===== src/design/scoped_linear_probe_symbol_table_macros.svh =====
// Assertion helpers shared by the symbol table RTL.
`ifndef SCOPED_LINEAR_PROBE_SYMBOL_TABLE_MACROS_SVH
`define SCOPED_LINEAR_PROBE_SYMBOL_TABLE_MACROS_SVH

// Same-cycle implication, ignored while reset is high.
`define SLPST_ASSERT_IMPLY(label, clk, rst, cond, prop, msg) \
   label: assert property (@(posedge clk) disable iff (rst) (cond) |-> (prop)) \
      else $error(msg);

// Next-cycle implication, ignored while reset is high.
`define SLPST_ASSERT_NEXT(label, clk, rst, cond, prop, msg) \
   label: assert property (@(posedge clk) disable iff (rst) (cond) |=> (prop)) \
      else $error(msg);

`endif


===== src/design/slpst_pkg.sv =====
package slpst_pkg;

   localparam int KEY_W = 32;
   localparam int POS_W = 16;
   localparam int VTYPE_W = 4;
   localparam int LIMIT_W = 6;
   localparam logic [LIMIT_W-1:0] FILL_LIMIT_RESET = 6'd52;

   typedef enum logic [1:0] {
      OP_INSERT = 2'd0,
      OP_LOOKUP = 2'd1,
      OP_PUSH   = 2'd2,
      OP_POP    = 2'd3
   } op_type;

   typedef enum logic [2:0] {
      ST_ADDED     = 3'd0,
      ST_PRESENT   = 3'd1,
      ST_FOUND     = 3'd2,
      ST_NOT_FOUND = 3'd3,
      ST_FULL      = 3'd4,
      ST_OVERFLOW  = 3'd5,
      ST_UNDERFLOW = 3'd6
   } status_type;

   typedef struct packed {
      logic               used;
      logic [KEY_W-1:0]   key;
      logic [POS_W-1:0]   pos;
      logic [VTYPE_W-1:0] vtype;
   } slot_entry_type;

   typedef struct packed {
      logic hit;
      logic empty;
      logic last;
   } probe_flags_type;

endpackage


===== src/design/slpst_probe_unit.sv =====
module slpst_probe_unit import slpst_pkg::*; #(
   parameter int SLOTS_PER_SCOPE = 64,
   parameter int HASH_SHIFT      = 4
) (
   input  logic [KEY_W-1:0]                   key,
   input  logic [KEY_W-1:0]                   home_key,
   input  slot_entry_type                     entry,
   input  logic [$clog2(SLOTS_PER_SCOPE)-1:0] idx,
   input  logic [$clog2(SLOTS_PER_SCOPE)-1:0] step,
   output logic [$clog2(SLOTS_PER_SCOPE)-1:0] home_idx,
   output logic [$clog2(SLOTS_PER_SCOPE)-1:0] next_idx,
   output probe_flags_type                    flags
);

   localparam int IDX_W = $clog2(SLOTS_PER_SCOPE);

   // table size is a power of two: the low bits of the shifted key are the home slot
   assign home_idx = IDX_W'(home_key >> HASH_SHIFT);
   assign next_idx = IDX_W'(idx + 1'b1);

   assign flags.empty = !entry.used;
   assign flags.hit   = entry.used && (entry.key == key);
   assign flags.last  = (step == IDX_W'(SLOTS_PER_SCOPE - 1));

endmodule


===== config.mk =====
export PLATFORM = sky130hd
export DESIGN_NAME = slpst_probe_unit
export DESIGN_NICKNAME = d
export VERILOG_FILES = /design/src/design/scoped_linear_probe_symbol_table_macros.svh /design/src/design/slpst_pkg.sv /design/src/design/slpst_probe_unit.sv
export SDC_FILE = /design/constraint.sdc
export NUM_CORES = 1
export LEC_CHECK = 0
export ABC_AREA = 1
export BUFFER_PORTS_ARGS = -buffer_cell sky130_fd_sc_hd__buf_4
export CAP_MARGIN = 40
export CORE_AREA = 2 2 56 58
export DETAILED_ROUTE_END_ITERATION = 6
export DIE_AREA = 0 0 58 60
export PLACE_DENSITY = 0.78
export SYNTH_ARGS = -nofsm -noshare
export SYNTH_HDL_FRONTEND = slang
export SYNTH_SLANG_ARGS = --single-unit

===== constraint.sdc =====
create_clock -name vclk -period 1.85
set_input_delay 0.37 -clock vclk [all_inputs]
set_output_delay 0.37 -clock vclk [all_outputs]
set_load 0.005 [all_outputs]

==> results of run 1 <==
synthesized netlist by cell type (all sizes together):
cell type | instances | area [um2]
a21oi | 1 | 5.00
buf | 6 | 45.0
ha | 1 | 12.5
inv | 40 | 150
nand2 | 57 | 216
nand3 | 4 | 20.0
nand4 | 1 | 6.26
nor2 | 21 | 83.8
nor3 | 2 | 15.0
o211ai | 2 | 15.0
o21ai | 5 | 25.0
or2 | 1 | 6.26
xnor2 | 6 | 52.6
xor2 | 7 | 61.3
metrics by stage:
stage	std cells	setup WS, ps	util	total power, uW
finish	267	289	0.467	261
global route	267	183	0.467	295
CTS	267	265	0.467	266
detailed placement	267	265	0.467	265
global placement	267	263	0.467	260
floorplan	154	589	-	106
cell type report:
class                           instances  area (um2)  area share
Inverter                               40         150       0.111
Multi-Input combinational cell        108         519       0.383
Tap cell                               33        41.3      0.0304
Timing Repair Buffer                   86         646       0.476
cells by family (layout without fill, tap and decap cells):
group / Yosys count / count (layout) / share of synthesized area
buf+inv: 46 / 126 / 0.273
compound gates: 8 / 8 / 0.0630
simple gates: 86 / 86 / 0.487
xor+xnor: 13 / 13 / 0.159
fa+ha+maj: 1 / 1 / 0.0175
final timing paths:
| kind | startpoint | endpoint | slack, ps | cells past startpoint |
|---|---|---|---|---|
| max | key[8] | flags[2] | 290 | 9 |
| min | home_key[4] | home_idx[0] | 740 | 0 |
cell usage in the layout, fill, tap and decap left out, drive strengths merged:
cell type  netlist  routed
or2              1       1
nor3             2       2
xor2             7       7
nand4            1       1
nand2           57      57
nor2            21      21
a21oi            1       1
xnor2            6       6
buf              6      86
ha               1       1
inv             40      40
o21ai            5       5
nand3            4       4
o211ai           2       2
routing by layer:
layer  GRT usage  share of wire  vias up
met3      0.0216           0.14        2
met1       0.127           0.36      425
met5           0              0        -
met2       0.240           0.50       59
met4     0.00664         0.0072        0
li1            -              -      596
power groups by stage:
stage	clock [uW]	combinational, uW	sequential [uW]
6_report	0	261	0
3_5_place_dp	0	265	0
2_1_floorplan	0	106	0
4_1_cts	0	266	0
5_1_grt	0	295	0
3_3_place_gp	0	260	0
==> results.py, run 1 <==
metrics = {
    "final_layout": {
        "drive_gt1_frac": 0.393,
        "syn_to_final_growth_pct": 89.8,
        "fillCellCount": 334,
        "nClkBuffers": 0,
        "design_area_um2": 1360,
        "regArea_um2": 0,
        "fin_nets": 366,
        "seq_cell_count": 0,
        "n_antenna_cell": 0,
    },
    "place": {
        "io_buffers": 86,
        "dpl_cell_area_um2": 1360,
        "place_congestion": 0.680,
        "dp_hpwl_um": 2110,
    },
    "outcome": {
        "status": "complete, no violations",
    },
    "power": {
        "p_leak_uw": 0.000879,
        "pwr-share-seq": 0,
        "intPower_uw": 165,
        "powerDensity_nw_per_um2": 193,
        "p_sw_uw": 96.5,
        "vdd_drop_max_uv": 82.6,
        "clockPowerShare": 0,
        "switching_share": 0.369,
        "combPwrFrac": 1.000,
    },
    "worst_setup_path": {
        "arrival_ps": 1190,
        "critPathCaptureType": "output port",
        "cp_num_buf_inv": 2,
        "start_kind": "input port",
        "cp_top_family": "simple AND/OR/NAND/NOR gates",
        "cp_common_cell": "nor2_1",
        "critical_path_required_ps": 1480,
        "critical-path-max-stage-delay_ps": 120,
        "cp_slowest_cell": "nor2_1",
        "cp_cell_sequence": "buf_4, nor2_1, nor2_1, nor2_1, nand2_1, nor2_2, nand3_1, nor2_1, buf_4",
        "critical_path_class": "in -> out",
        "cp_max_fo": 2,
    },
    "drt": {
        "wirelength_um": 2220,
        "wl_per_cell_um": 8.31,
        "postRouteAntennaNets": 0,
        "drtIter0Drc": 15,
        "drc": 0,
        "drt-vias-per-instance": 4.05,
        "firstDrtPassIters": 4,
        "dr_total_vias": 1082,
    },
    "sta": {
        "worst_slew_pin_slew_ps": 173,
        "setup_violations": 0,
        "rsz0062_at_grt": "no",
        "report.final.slew_viol_count": 0,
        "max_slew_margin": 0.884,
        "hold-worst-slack_ps": 740,
        "period_needed_ps": 1560,
        "max_freq_mhz": 641,
        "finalCritPeriodShare": 0.844,
        "fin_tns_setup_ps": 0,
        "hold_violations": 0,
    },
    "global_routing": {
        "grt_pass1_wl_um": 3370,
        "grt_max_degree": 4,
        "antenna_found_initial": 0,
        "first_global_vias": 940,
        "grt.overflow.total": 0,
        "grt_usage": 0.117,
    },
    "floorplan": {
        "coreArea_um2": 2900,
        "fp.dieW_um": 58,
        "die_h_um": 60,
        "rows": 20,
        "pin_count": 144,
        "die_area_um2": 3480,
        "initial_core_util": 0.246,
    },
    "synth": {
        "synth.distinct_cells": 19,
        "synthCells": 154,
        "syn_area_um2": 714,
        "synth_warnings": 0,
        "ys_seq_area_frac": 0,
        "syn_avg_cell_area_um2": 4.64,
        "synth.net_count": 284,
    },
    "flow_run": {
        "cap_violations": 0,
    },
    "clocking": {
        "ctsHoldBuffers": 0,
        "cts_resized": 0,
        "cts_setup_buffers": 0,
    },
    "worst_hold_path": {
        "hold_path.class": "in -> out",
    },
}
(Power assumes the default switching activity.)
==> run 2: changes to the inputs <==
--- a/config.mk
+++ b/config.mk
@@ -8,10 +8,10 @@
 export ABC_AREA = 1
 export BUFFER_PORTS_ARGS = -buffer_cell sky130_fd_sc_hd__buf_4
 export CAP_MARGIN = 40
-export CORE_AREA = 2 2 56 58
+export CORE_MARGIN = 2
+export CORE_UTILIZATION = 24
 export DETAILED_ROUTE_END_ITERATION = 6
-export DIE_AREA = 0 0 58 60
-export PLACE_DENSITY = 0.78
+export PLACE_DENSITY = 0.79
 export SYNTH_ARGS = -nofsm -noshare
 export SYNTH_HDL_FRONTEND = slang
 export SYNTH_SLANG_ARGS = --single-unit
==> constraint.sdc (replaced) <==
create_clock -name vclk -period 1.42
set_input_delay 0.284 -clock vclk [all_inputs]
set_output_delay 0.284 -clock vclk [all_outputs]
set_load 0.005 [all_outputs]
==> run 2 against run 1 <==
  * Critical path depth did not move
  * Setup slack got worse by 240 ps
  * First-iteration DRC count rose by 40%
  * Wire length rose by 3.5%
  * Final cell count fell by 0.75%
  * Clock-buffer cell count did not move
  * Global-route usage rose by 0.43 points
  * Sequential share of layout area did not move
  * Critical endpoint unchanged
  * Highest routed layer is now met3
==> results.py, run 2 (synthesized netlist as in run 1, its figures left out) <==
metrics = {
    "outcome": {
        "status": "complete, no violations",
    },
    "global_routing": {
        "grt.overflow.total": 0,
        "grt_max_degree": 4,
        "antenna_found_initial": 0,
        "first_global_vias": 977,
        "grt_usage": 0.121,
        "grt_pass1_wl_um": 3470,
    },
    "final_layout": {
        "regArea_um2": 0,
        "n_antenna_cell": 0,
        "drive_gt1_frac": 0.496,
        "seq_cell_count": 0,
        "fin_nets": 366,
        "syn_to_final_growth_pct": 101,
        "nClkBuffers": 0,
        "layout_commonest_cell": "buf_4",
        "final_cell_mix": "76 x buf_4, 47 x nand2_1, 29 x inv_1",
        "design_area_um2": 1440,
    },
    "sta": {
        "hold-worst-slack_ps": 568,
        "worst_slew_pin_slew_ps": 158,
        "report.final.slew_viol_count": 0,
        "max_freq_mhz": 729,
        "finalCritPeriodShare": 0.966,
        "rsz0062_at_grt": "yes",
        "setup_violations": 0,
        "hold_violations": 0,
        "max_slew_margin": 0.894,
        "period_needed_ps": 1370,
    },
    "drt": {
        "dr_total_vias": 1115,
        "wl_per_cell_um": 8.66,
        "wirelength_um": 2300,
        "postRouteAntennaNets": 0,
        "drtIter0Drc": 21,
        "drt-vias-per-instance": 4.21,
        "firstDrtPassIters": 4,
        "drc": 0,
    },
    "floorplan": {
        "pin_count": 144,
        "rows": 19,
        "initial_core_util": 0.257,
        "die_h_um": 58.6,
        "die_area_um2": 3430,
        "fp.dieW_um": 58.6,
        "coreArea_um2": 2780,
    },
    "place": {
        "dpl_cell_area_um2": 1350,
        "io_buffers": 86,
        "dp_hpwl_um": 2030,
        "place_congestion": 0.662,
    },
    "worst_hold_path": {
        "whs_path_depth": 0,
        "min_to": "home_idx[0]",
        "min_from": "home_key[4]",
        "hold_path.class": "in -> out",
    },
    "power": {
        "vdd_drop_max_uv": 167,
        "powerDensity_nw_per_um2": 259,
        "p_leak_uw": 0.000887,
    },
    "flow_run": {
        "cap_violations": 0,
    },
    "worst_setup_path": {
        "crit_path_start": "key[28]",
        "arrival_ps": 1090,
        "critical_path_required_ps": 1140,
        "start_kind": "input port",
        "cp_max_fo": 2,
        "critPathCaptureType": "output port",
        "critical_path_class": "in -> out",
    },
    "clocking": {
        "cts_setup_buffers": 0,
    },
}
## run 2: changes by cell type in the layout (fill, tap and decap cells not counted)
cell,change
buf_6,+9
buf_4,-10
inv_2,+9
nand2_1,-9
nor2_1,-5
nor2_2,+4
buf_8,+1
nand2_2,+9
o21ai_2,+1
nor2_4,+1
o21ai_0,-1
inv_1,-9
## run 2: final cells by class
class / count / area [um2]
multi-input cells: 108 / 563
well taps: 31 / 38.8
inverters: 40 / 150
repair buffers: 86 / 687
fillers: 303 / 1340
## run 2: repair_timing
action,in CTS,in global routing
endpoints found under the hold margin,0,0
hold buffers,0,0
gates resized for setup,0,37
endpoints found under the setup margin,0,1
## run 2: per-stage QoR
step                TNS [ps]   util  total power [uW]  worst slack (ps)  instances
floorplan                  0      -               139               331        154
finish                     0  0.517               372              48.5        265
detailed placement         0  0.487               344              32.4        265
CTS                        0  0.487               345              31.8        265
global route           -98.5  0.517               417             -98.5        265
global placement           0  0.487               338              27.9        265
## run 2: layer usage
layer  vias to the layer above  global-route usage  wire length [um]
met5                         -                   0                 0
li1                        599                   -                 -
met3                         0              0.0176               320
met1                       454               0.136               823
met4                         0             0.00332                 0
met2                        62               0.247              1150
## run 2: critical path: stages
cell and delay (ps):
buf_4 110, nand2_1 50, o21ai_1 50, nor2_1 120
nand2_1 70, nor2_1 90, nand3_1 90, nor2_1 100
buf_4 110
## run 2: worst max path at each step
stage	end	slack (ps)
after detailed placement	flags[2]	30
after CTS	flags[2]	30
after global placement	flags[2]	30
final	flags[2]	50
after global routing	flags[2]	-100
after floorplan	flags[2]	330
## run 2: power breakdown
group | leakage (uW) | total [uW] | internal, uW | switching, uW
sequential | 0 | 0 | 0 | 0
clock | 0 | 0 | 0 | 0
combinational | 0.000887 | 372 | 233 | 140
